==> src/rtl/core/rbpj_div.sv <==
module rbpj_div #(
  parameter int DW = 33,
  parameter int QB = 15
) (
  input  logic          clk,
  input  logic          en,
  input  logic [DW-1:0] num,
  input  logic [DW-1:0] den,
  output logic [QB:0]   quo
);

  logic [DW-1:0] rem_r [0:QB];
  logic [DW-1:0] den_r [0:QB];
  logic [QB:0]   q_r   [0:QB];

  always_ff @(posedge clk) begin
    if (en) begin
      den_r[0] <= den;
      if (num >= den) begin
        rem_r[0] <= num - den;
        q_r[0]   <= (QB+1)'(1) << QB;
      end else begin
        rem_r[0] <= num;
        q_r[0]   <= '0;
      end
    end
  end

  for (genvar j = 0; j < QB; j++) begin : g_bit
    localparam int B = QB - 1 - j;
    logic [DW:0] sh;
    logic [DW:0] dext;

    assign sh   = {rem_r[j], 1'b0};
    assign dext = {1'b0, den_r[j]};

    always_ff @(posedge clk) begin
      if (en) begin
        den_r[j+1] <= den_r[j];
        if (sh >= dext) begin
          rem_r[j+1] <= DW'(sh - dext);
          q_r[j+1]   <= q_r[j] | ((QB+1)'(1) << B);
        end else begin
          rem_r[j+1] <= DW'(sh);
          q_r[j+1]   <= q_r[j];
        end
      end
    end
  end

  assign quo = q_r[QB];

endmodule

==> config.mk <==
export PLATFORM = sky130hd
export DESIGN_NAME = rbpj_div
export DESIGN_NICKNAME = d
export VERILOG_FILES = /design/src/rtl/core/rbpj_div.sv
export SDC_FILE = /design/constraint.sdc
export NUM_CORES = 2
export LEC_CHECK = 0
export ABC_CLOCK_PERIOD_IN_PS = 10200
export BUFFER_PORTS_ARGS = -buffer_cell sky130_fd_sc_hd__buf_2
export CORE_ASPECT_RATIO = 0.75
export CORE_MARGIN = 4
export CORE_UTILIZATION = 62
export CTS_BUF_LIST = sky130_fd_sc_hd__clkbuf_16
export DETAILED_ROUTE_END_ITERATION = 10
export PLACE_DENSITY = 0.81
export RECOVER_POWER = 25
export SLEW_MARGIN = 10
export SYNTH_ARGS = -nofsm -noshare
export SYNTH_HDL_FRONTEND = slang
export SYNTH_SLANG_ARGS = --single-unit
export TNS_END_PERCENT = 1
==> constraint.sdc <==
create_clock -name clk -period 10.2 [get_ports clk]
set_input_delay 1.53 -clock clk [delete_from_list [all_inputs] [get_ports clk]]
set_output_delay 1.53 -clock clk [all_outputs]
set_load 0.01 [all_outputs]
== Yosys cells after proc, flatten, opt, wreduce, memory -nomap -nowiden ==
Memories as Yosys holds them, arrays and structs flattened.
Index checks and enable logic that the tools add are counted.

* Add/subtract/negate cells: 16
* Magnitude comparators: 16
* Muxes and demuxes: 130
* Bitwise gates (word level): 32

{| class="wikitable"
|+ Operators with widths
! kind !! number
|-
| two-way mux 33 bit || 16
|-
| subtractor 33 bit || 16
|-
| >= comparator 34 x 33 -> 1 bit || 15
|-
| two-way mux 16 bit || 16
|-
| two-way mux 1 bit || 98
|-
| >= comparator 33 bit || 1
|-
| bitwise OR 1 bit || 32
|}

* Flip-flop bits (word level): 0
* Memory bits (writable): 1312
* Input bits: 68
* Output and inout port bits: 16
* Word-level logic and storage cells: 197
* Memories kept: 3

{| class="wikitable"
|+ Memories
! name !! depth !! bits a word !! rd ports !! clocked after Yosys merged registers in !! wr ports !! RTL line !! RTL
|-
| den_r || 16 || 33 || 15 || 0 || 16 || 13 || <nowiki>logic [DW-1:0] den_r [0:QB];</nowiki>
|-
| rem_r || 16 || 33 || 15 || 0 || 16 || 12 || <nowiki>logic [DW-1:0] rem_r [0:QB];</nowiki>
|-
| q_r || 16 || 16 || 16 || 0 || 16 || 14 || <nowiki>logic [QB:0] q_r [0:QB];</nowiki>
|}

== Logic depth before layout (Yosys ltp) ==
An unclocked memory read counts as a cell.

* Depth after elaboration: 6
* Depth in mapped cells: 15
* Gate-level depth less buffers: 13

== Least setup slack after synthesis ==
Ideal clock, no wire load.

* Path type: input to register
* Start: input den[1]
* End: memory rem_r[0][0], data pin
* Setup time: 0.267 ns
* Data arrival time: 4.014 ns
* Required time: 9.933 ns
* Setup slack: 5.920 ns
* Cell stages on the path: 12
* Buffers on the path: 1
* Path through: inv_1 > ha_1 > nor2b_1 > o31a_1 > o311ai_1 > a31oi_1 > a21oi_1 > o31ai_1 > a31o_2 > a21oi_2 > clkbuf_1 > o21ai_0

{| class="wikitable"
|+ RTL lines
! element !! RTL line !! RTL
|-
| start, declared || 8 || <nowiki>input logic [DW-1:0] den,</nowiki>
|-
| end, declared || 12 ||
|}

==> impl_metrics.json <==
{
  "status": "completed",
  "dr.pass1.iters": 6,
  "avgViaCountPerCell": 6.22,
  "rsz0062_at_grt": "no",
  "synth.top_cell.area_share_pct": 50.4,
  "worst_hold_slack_ps": 420,
  "crit_chain": "buf_2 -> inv_1 -> ha_1 -> nor2b_1 -> o31a_1 -> o311ai_1 -> a31oi_1 -> a21oi_1 -> o31ai_1 -> buf_4 -> a31o_2 -> a21oi_4 -> buf_4 -> mux2_2",
  "seqPwrFrac_pct": 34.2,
  "power.leakage_nw": 30.3,
  "cp_max_fo": 60,
  "ctsResizeCount": 0,
  "fin_nets": 6704,
  "setup_viol_count_final": 0,
  "yosysUniqueCellTypes": 94,
  "antenna_left": 0,
  "avgSynthCellArea_um2": 11.1,
  "critPathKind": "in -> reg",
  "io_pins": 84,
  "synthFlopType": "edfxtp_1",
  "synth_top_family_by_area": "compound AO/OA/AOI/OAI gates",
  "grt_max_degree": 201,
  "synth.net_count": 6650,
  "ys_seq_area_share_pct": 50.4,
  "die_h_um": 293,
  "synth_top_cell_by_area": "edfxtp_1",
  "clock_path_buffers": 3,
  "clockRootBuffer": "clkbuf_16",
  "tightest_slew_ps": 1220,
  "maxCapViolations": 0,
  "timing.fmax_ghz": 0.200,
  "drv_slew": 0,
  "gp_congestion": 0.952,
  "yosys.area_share.adder_pct": 10.3,
  "synth_area_leaders": "edfxtp_1, ha_1, a21oi_1",
  "cp.arrival_ps": 5460,
  "period_share_pct": 48.9,
  "ctsHtreeMaxLevel": 3,
  "cts_made_buffers": 110,
  "netlist_area_um2": 67000,
  "core-area_um2": 107000,
  "grt.overflow.total": 0,
  "start_kind": "input pin",
  "row_count": 104,
  "clk_pin_slew_ps": 60,
  "antenna_found_initial": 5,
  "async_reset_ff_share_pct": 0,
  "vias": 47370,
  "dp_slack_ps": 4640,
  "muxShareOfSynthArea_pct": 4.31,
  "dp.cells": 7412,
  "drive_gt1_share_pct": 9.02,
  "fin_crit_ps": 4990,
  "ctsHoldBuffers": 0,
  "ys_seq_elements": 1126,
  "yosys_warnings": 0,
  "drt_iter0_drc": 6060,
  "synth_edf_count": 1125,
  "first_global_vias": 44228,
  "clkPwrFrac_pct": 18.8,
  "finalInstanceArea_um2": 72400,
  "place.detailed.hpwl_um": 115000,
  "worst_path_most_repeated_cell": "buf_4",
  "powerDensity_nw_per_um2": 304,
  "dpl_cell_area_um2": 68800,
  "grt_usage_pct": 26.8,
  "swShare_pct": 37.8,
  "drcViolationCount": 0,
  "cts.sinks": 1126,
  "start_util_pct": 62.4,
  "io_buffers": 83,
  "cp_slowest_stage_delay_ps": 570,
  "fin_cells": 7616,
  "vdd_drop_max_mv": 0.186,
  "hold_class": "reg -> reg",
  "synth_xor_area_share_pct": 5.38,
  "grt_pass1_wl_um": 246000,
  "cts_tree": "done",
  "synth_simple_gate_area_share_pct": 9.16,
  "p_int_w": 0.0137,
  "dieArea_um2": 113000,
  "max_slew_margin_pct": 17.3,
  "wl_per_cell_um": 20.5,
  "clock_latency_ps": 730,
  "cp.required_ps": 10680,
  "syn-instance-count": 6040,
  "crit_path_end_kind": "flop",
  "fin_ws_ps": 5210,
  "die_w_um": 388,
  "power_switching_w": 0.00831,
  "synth_compound_gate_area_share_pct": 15.7,
  "finClkSkew_ps": 37.7,
  "routed_wl_um": 156000,
  "comb_power_share_pct": 47.1,
  "hold_violations": 0,
  "cpMaxStageDelayCell": "o311ai_1",
  "cts_setup_buffers": 0,
  "fin_tns_setup_ps": 0,
  "syn2layout_area_growth_pct": 8.02
}
-- final timing paths --
path | endpoint | start | slack [ps] | cells after the start
max | rem_r[0][3] | den[1] | 5210 | 14
max reg2reg | rem_r[1][74] | rem_r[1][44] | 5270 | 11
min | q_r[1][127] | q_r[1][111] | 420 | 0
min reg2reg | q_r[1][127] | q_r[1][111] | 420 | 0
-- cells by family after synthesis --
| family | Yosys count |
|---|---|
| compound gates | 1632 |
| mux | 251 |
| buf+inv | 798 |
| fa+ha+maj | 542 |
| simple gates | 1279 |
| flops | 1126 |
| xor+xnor | 412 |
-- layout by cell type, fill, tap and decap left out, drive strengths merged, types with 36 or more instances in the layout --
cell type | synthesis | final
xnor2 | 256 | 256
a211oi | 36 | 36
nor2b | 74 | 74
edfxtp | 1125 | 1125
a21o | 283 | 283
nand2 | 349 | 349
ha | 527 | 527
nor2 | 382 | 382
xor2 | 156 | 156
and3 | 55 | 55
nand2b | 75 | 75
o21bai | 52 | 52
o21a | 80 | 80
o31ai | 38 | 38
a31oi | 48 | 48
buf | 68 | 116
inv | 623 | 640
a21oi | 541 | 541
nand3 | 82 | 82
o21ai | 332 | 332
nor3 | 60 | 60
clkinv | 1 | 60
mux2 | 217 | 217
nand4 | 69 | 69
clkbuf | 106 | 111
-- routing by layer --
layer	global-route usage, %	vias up	share of wire, %
li1	-	22200	-
met1	43.6	22919	48
met2	36.3	2070	40
met3	6.93	179	11
met4	4.57	2	1.4
met5	0	-	0.012
-- critical path, delay by kind of cell --
kind / cells / cell delay, ps
AO/OA/AOI/OAI: 7 / 2180
buffers and inverters: 4 / 850
multiplexers: 1 / 400
adder cells (fa/ha/maj): 1 / 290
AND/OR/NAND/NOR: 1 / 150
-- Yosys cell counts (all sizes together), types with 48 or more instances --
cell type  count
edfxtp      1125
inv          623
a21oi        541
ha           527
nor2         382
nand2        349
o21ai        332
a21o         283
xnor2        256
mux2         217
xor2         156
clkbuf       106
nand3         82
o21a          80
nand2b        75
nor2b         74
nand4         69
buf           68
nor3          60
and3          55
o21bai        52
a31oi         48
-- registers in the layout, summed over array words and instances, names as in the netlist --
| name | flops |
|---|---|
| den_r | 495 |
| rem_r | 495 |
| q_r | 136 |
-- power by group through the flow --
stage,Combinational (W),Sequential [W],Clock (W)
floorplan,0.00795,0.00725,0
detailed placement,0.00998,0.00756,0
global placement,0.00959,0.00756,0
global route,0.0113,0.00761,0.00439
finish,0.0104,0.00751,0.00413
CTS,0.0101,0.00750,0.00418
-- final cells by class --
type                    count  area [um2]
fillers                  7643       34900
flip-flops and latches   1126       33800
multi-input cells        4116       30100
clock buffers             111        2780
inverters                 624        2340
well taps                1431        1790
clock inverters            91         821
repair buffers            116         736
diodes                      1        2.50
-- stage by stage --
step | util, % | total power, W
2_1_floorplan | - | 0.0152
3_3_place_gp | 64.1 | 0.0171
3_5_place_dp | 64.1 | 0.0175
4_1_cts | 67.4 | 0.0218
5_1_grt | 67.4 | 0.0233
6_report | 67.4 | 0.0220
(Power assumes the default switching activity.)
