$ cat src/rtl/core/rbpj_pkg.sv
package rbpj_pkg;

  localparam int CW  = 33;
  localparam int SW  = 66;
  localparam int RW  = 33;
  localparam int HW  = 16;
  localparam int LAT = 53;

  localparam logic [31:0] ATAN_TURNS32 [0:31] = '{
    32'h20000000, 32'h12E4051E, 32'h09FB385B, 32'h051111D4,
    32'h028B0D43, 32'h0145D7E1, 32'h00A2F61E, 32'h00517C55,
    32'h0028BE53, 32'h00145F2F, 32'h000A2F98, 32'h000517CC,
    32'h00028BE6, 32'h000145F3, 32'h0000A2FA, 32'h0000517D,
    32'h000028BE, 32'h0000145F, 32'h00000A30, 32'h00000518,
    32'h0000028C, 32'h00000146, 32'h000000A3, 32'h00000051,
    32'h00000029, 32'h00000014, 32'h0000000A, 32'h00000005,
    32'h00000003, 32'h00000001, 32'h00000001, 32'h00000000
  };

endpackage

$ cat src/rtl/core/rbpj_cordic.sv
module rbpj_cordic #(
  parameter int STEPS = 16,
  parameter int ABITS = 16
) (
  input  logic                          clk,
  input  logic                          en,
  input  logic signed [rbpj_pkg::CW-1:0] x,
  input  logic signed [rbpj_pkg::CW-1:0] y,
  output logic [rbpj_pkg::HW-1:0]        angle
);
  import rbpj_pkg::*;

  localparam int XW = CW + 3;

  function automatic logic [ABITS-1:0] atan_step(input int k);
    logic [32:0] s;
    s = {1'b0, ATAN_TURNS32[k]} + (33'd1 << (31 - ABITS));
    return s[31:32-ABITS];
  endfunction

  logic signed [XW-1:0] x_r   [0:STEPS];
  logic signed [XW-1:0] y_r   [0:STEPS];
  logic [ABITS-1:0]     acc_r [0:STEPS];
  logic signed [XW-1:0] xe;
  logic signed [XW-1:0] ye;

  assign xe = {{(XW-CW){x[CW-1]}}, x};
  assign ye = {{(XW-CW){y[CW-1]}}, y};

  always_ff @(posedge clk) begin
    if (en) begin
      if (x[CW-1]) begin
        x_r[0]   <= -xe;
        y_r[0]   <= -ye;
        acc_r[0] <= ABITS'(1) << (ABITS - 1);
      end else begin
        x_r[0]   <= xe;
        y_r[0]   <= ye;
        acc_r[0] <= '0;
      end
    end
  end

  for (genvar i = 0; i < STEPS; i++) begin : g_step
    localparam logic [ABITS-1:0] T = atan_step(i);
    logic signed [XW-1:0] xs;
    logic signed [XW-1:0] ys;

    assign xs = x_r[i] >>> i;
    assign ys = y_r[i] >>> i;

    always_ff @(posedge clk) begin
      if (en) begin
        if (!y_r[i][XW-1]) begin
          x_r[i+1]   <= x_r[i] + ys;
          y_r[i+1]   <= y_r[i] - xs;
          acc_r[i+1] <= acc_r[i] + T;
        end else begin
          x_r[i+1]   <= x_r[i] - ys;
          y_r[i+1]   <= y_r[i] + xs;
          acc_r[i+1] <= acc_r[i] - T;
        end
      end
    end
  end

  if (ABITS > HW) begin : g_round
    localparam int SH = ABITS - HW;
    logic [ABITS-1:0] rnd;
    assign rnd   = acc_r[STEPS] + (ABITS'(1) << (SH - 1));
    assign angle = rnd[ABITS-1:SH];
  end else if (ABITS == HW) begin : g_same
    assign angle = acc_r[STEPS];
  end else begin : g_widen
    assign angle = {acc_r[STEPS], {(HW-ABITS){1'b0}}};
  end

endmodule

$ cat config.mk
export PLATFORM = sky130hd
export DESIGN_NAME = rbpj_cordic
export DESIGN_NICKNAME = d
export VERILOG_FILES = /design/src/rtl/core/rbpj_pkg.sv /design/src/rtl/core/rbpj_cordic.sv
export SDC_FILE = /design/constraint.sdc
export NUM_CORES = 2
export LEC_CHECK = 0
export BUFFER_PORTS_ARGS = -buffer_cell sky130_fd_sc_hd__buf_2
export CORE_MARGIN = 1
export CORE_UTILIZATION = 28
export CTS_CLUSTER_DIAMETER = 40
export DETAILED_ROUTE_END_ITERATION = 8
export PLACE_DENSITY_LB_ADDON = 0.05
export SETUP_SLACK_MARGIN = 0.4
export SKIP_CTS_REPAIR_TIMING = 1
export SLEW_MARGIN = 20
export SYNTH_ARGS = -nofsm -noshare
export SYNTH_HDL_FRONTEND = slang
export SYNTH_SLANG_ARGS = --single-unit
$ cat constraint.sdc
create_clock -name clk -period 6.2 [get_ports clk]
set_input_delay 0.93 -clock clk [delete_from_list [all_inputs] [get_ports clk]]
set_output_delay 0.93 -clock clk [all_outputs]
set_load 0.1 [all_outputs]
# Yosys cells after proc, flatten, opt, wreduce, memory -nomap -nowiden
# Memory sizes are Yosys's and may differ from the RTL's.
# Index checks and enable logic that the tools add are counted.
[op_classes] n_addsub=95 mux=153 bitwise=51
[op_table] op="$mux 36" count=34
[op_table] op="$mux 16" count=17
[op_table] op="$mux 1" count=102
[op_table] op="$add 36x21->36" count=2
[op_table] op="$add 36x22->36" count=2
[op_table] op="$add 36x23->36" count=2
[op_table] op="$add 36x24->36" count=2
[op_table] op="$add 36x25->36" count=2
[op_table] op="$add 36x26->36" count=2
[op_table] op="$add 36x27->36" count=2
[op_table] op="$add 36x28->36" count=2
[op_table] op="$add 36x29->36" count=2
[op_table] op="$add 36x30->36" count=2
[op_table] op="$add 36x31->36" count=2
[op_table] op="$add 36x32->36" count=2
[op_table] op="$add 36x33->36" count=2
[op_table] op="$add 36x34->36" count=2
[op_table] op="$add 36x35->36" count=2
[op_table] op="$neg 33->36" count=2
[op_table] op="$sub 36x21->36" count=2
[op_table] op="$sub 36x22->36" count=2
[op_table] op="$sub 36x23->36" count=2
[op_table] op="$sub 36x24->36" count=2
[op_table] op="$sub 36x25->36" count=2
[op_table] op="other kinds (41)" count=104
[word_totals] regBits=0 ram_bits=1496 input_bits=68 mem_count=3
[memory_table] memory="x_r" words=17 width=36 read_ports=16 rd_clocked_by_memory_dff=0 write_ports=17 line="rbpj_cordic.sv:21" text="logic signed [XW-1:0] x_r [0:STEPS];"
[memory_table] memory="y_r" words=17 width=36 read_ports=16 rd_clocked_by_memory_dff=0 write_ports=17 line="rbpj_cordic.sv:22" text="logic signed [XW-1:0] y_r [0:STEPS];"
[memory_table] memory="acc_r" words=17 width=16 read_ports=17 rd_clocked_by_memory_dff=0 write_ports=17 line="rbpj_cordic.sv:23" text="logic [ABITS-1:0] acc_r [0:STEPS];"

# Longest topological paths before layout
[depth] word_depth=4 ltp_mapped=22

# Worst setup path after synthesis
# Ideal clock, no wire load.
[synth_timing] path_kind="input -> register" from="input port en" to="memory y_r[9][34] in the netlist's numbering (data pin)" arrival_time_ns=4.905 required_ns=5.940 slack_ns=1.035 stages=19 n_path_buf=3 cell_sequence="clkbuf_1 clkbuf_1 nand2_1 inv_2 buf_1 nor2_1 xor2_1 ha_1 a211oi_1 o21a_1 o22ai_1 o41ai_2 o21ai_1 a221oi_2 o21ai_1 nand3_1 nand2_1 a311oi_2 xnor2_1"
[synth_lines] item="start: declaration" line="rbpj_cordic.sv:6" text="input logic en,"
[synth_lines] item="end: declaration" line="rbpj_cordic.sv:22"

==> results.cfg <==
[clock_tree]
clk_latency_ps = 920
h-tree-depth = 5
cts_made_buffers = 266
clkSlewWorstSetupHoldPaths_ps = 60
cts_num_sinks = 1210
cts_tree = built
root_buffer = clkbuf_16
clockBufferDepth = 4

[finish]
utilization_pct = 32.3
n_fill_cell = 39701
nets = 13207
area_growth_pct = 14.9
final_layout_size_suffix_gt1_share_pct = 6.94

[synthesis]
async_flop_share_pct = 0
ys_seq_area_share_pct = 33.5
syn_area_per_cell_um2 = 9.30
ys_top_cells_by_area = edfxtp_1 34%, ha_1 14%, xnor2_1 8.6%, a21oi_1 5.1%, xor2_1 4.9%
yosys_register_bits = 1210
yosysUniqueCellTypes = 114
synthesis.nets = 12963
synthFlopType = edfxtp_1
synthTopCellsByCount = 1210 x edfxtp_1, 1198 x ha_1, 1111 x a21oi_1
synth_top_cell_area_share_pct = 33.5
synth_area_um2 = 108000
yosys.area.top_type = edfxtp_1
synth.most_common_cell = edfxtp_1
synth_edf_count = 1210
syn_inst = 11659
yosysWarnings = 0

[grt]
met2_usage_pct = 31.9
grt_max_degree = 139
grt.busiest_layer = met2
grt_pass1_vias = 86491
use_met3_pct = 1.82
grt.met1_usage_pct = 22.1
antenna_found_initial = 7
gr-usage-all-layers_pct = 17.7
grt_first_pass_wirelength_mm = 535
overflow = 0

[worst_setup_path]
cp_data_arrival_time_ps = 6020
reg2regPathDepth = 18
r2r-start = y_r[1][6]
crit_type = register to register
startpoint = y_r[1][6]
worst-path-max-fanout = 7
crit_path_max_incr_delay_ps = 470
worst_setup_path_start_kind = register
crit_chain = nor4_1 > nand2b_1 > or4_1 > nor3_1 > nand3b_1 > o31ai_1 > xor2_1 > ha_1 > nand4_1 > nor2_1 > nand4_1 > o21ai_0 > o221ai_1 > nor2b_1 > o31a_1 > o311ai_0 > a21oi_1 > xnor2_1
path_common_cell = nand4_1
cp-end-kind = register
cp_data_required_time_ps = 6830
reg2reg_to = x_r[2][34]
r2r_setup_slack_ps = 810
crit_slowest_cell = edfxtp_1

[route]
routed_wl_mm = 355
post_drt_wl_per_cell_um = 20.5
first_iter_violations = 5032
firstDrtPassIters = 8
ant_nets = 0
num_vias = 87193
drc_errors = 0
vias_per_cell = 5.04

[hold_path]
hold_path_class = primary input to register
whs_endpoint = x_r[0][0]
hold_path_depth = 1
min_from = x[0]

[sta]
timing.final.hold_violations = 0
rsz0062_at_grt = false
fmax_mhz = 185
fin_crit_ps = 5390
fin_crit_sh_pct = 87.0
skew_ps = 84.2
final.setup.tns_ps = 0
whs_ps = 285
fin_ws_ps = 806
finalSetupViolations = 0
maxSlewViolCount = 0
worst_pin_slew_ps = 1260
slew_headroom_pct = 15.2

[floorplanning]
design.core.area_um2 = 385000
die_area_um2 = 390000
num_rows = 228
chipWidth_um = 624
start_util_pct = 28.1
io_pins = 84
die_y_um = 624

[placement]
io_buffers = 82
hpwl_mm = 289
place_ws_ps = 430
gp_congestion = 0.851

[outcome]
status = finished clean

[job]
maxCapViolations = 0
-- logic make-up after synthesis --
kind of cell             count (synthesis)  synth area share, %
multiplexers                            51                0.481
AND/OR/NAND/NOR                       3146                 14.3
AO/OA/AOI/OAI                         3560                 20.9
XOR/XNOR                              1670                 13.5
other                                    1              0.00346
buffers and inverters                  785                 2.74
flip-flops                            1210                 33.5
adder cells (fa/ha/maj)               1236                 14.5
-- worst max-delay path by stage --
stage / endpoint / cells past startpoint
2_1_floorplan: y_r[9][34] / 19
3_3_place_gp: x_r[2][34] / 17
3_5_place_dp: y_r[4][32] / 17
4_1_cts: x_r[3][34] / 18
5_1_grt: x_r[12][34] / 17
6_report: x_r[2][34] / 18
-- per-layer routing --
| layer | share of wire, % | vias to the layer above |
|---|---|---|
| met5 | 0 | - |
| met4 | 2.8 | 0 |
| met3 | 3.2 | 428 |
| met2 | 50 | 1518 |
| met1 | 44 | 41578 |
| li1 | - | 43669 |
-- registers in the layout (all words and copies together) (netlist names) --
name / flops
x_r: 490
acc_r: 215
y_r: 505
-- final cells by class --
cell class                      instances  area (um2)  area share (%)
Clock buffer                          292        6820            5.48
Inverter                              529        1990            1.59
Sequential cell                      1210       36300            29.2
Clock inverter                        192        2190            1.76
Tap cell                             5175        6470            5.20
Antenna cell                            2        5.00         0.00402
Multi-Input combinational cell       9664       69100            55.5
Timing Repair Buffer                  232        1610            1.30
-- layout by cell type, fill, tap and decap left out, types with 81 or more instances in the layout --
cell type,count
edfxtp_1,1210
ha_1,1198
a21oi_1,1111
xnor2_1,1066
nor2_1,950
o21ai_0,767
nand2_1,665
xor2_1,604
inv_1,517
a21o_1,445
nor3_1,276
clkbuf_16,269
nor2b_1,205
nand2b_1,192
o21a_1,182
nand3_1,176
buf_4,145
o31ai_1,142
o21bai_1,133
or3_1,109
and3_1,106
a211oi_1,96
nor4_1,94
nand4_1,88
a31oi_1,84
buf_2,81
-- critical path: cells and delay by family (launching register included) --
family,cells,cell delay (ps)
xor+xnor,2,240
simple gates,9,2160
flops,1,470
compound gates,6,1840
fa+ha+maj,1,430
-- stage by stage --
step                std cells  cell area [um2]
floorplan               11659           108000
CTS                     17293           124000
detailed placement      16809           115000
global placement        16809           115000
finish                  17296           124000
global route            17295           124000
Power is not shown: default switching activity piles up to over one toggle a cycle in this logic, so the estimate is an artifact.
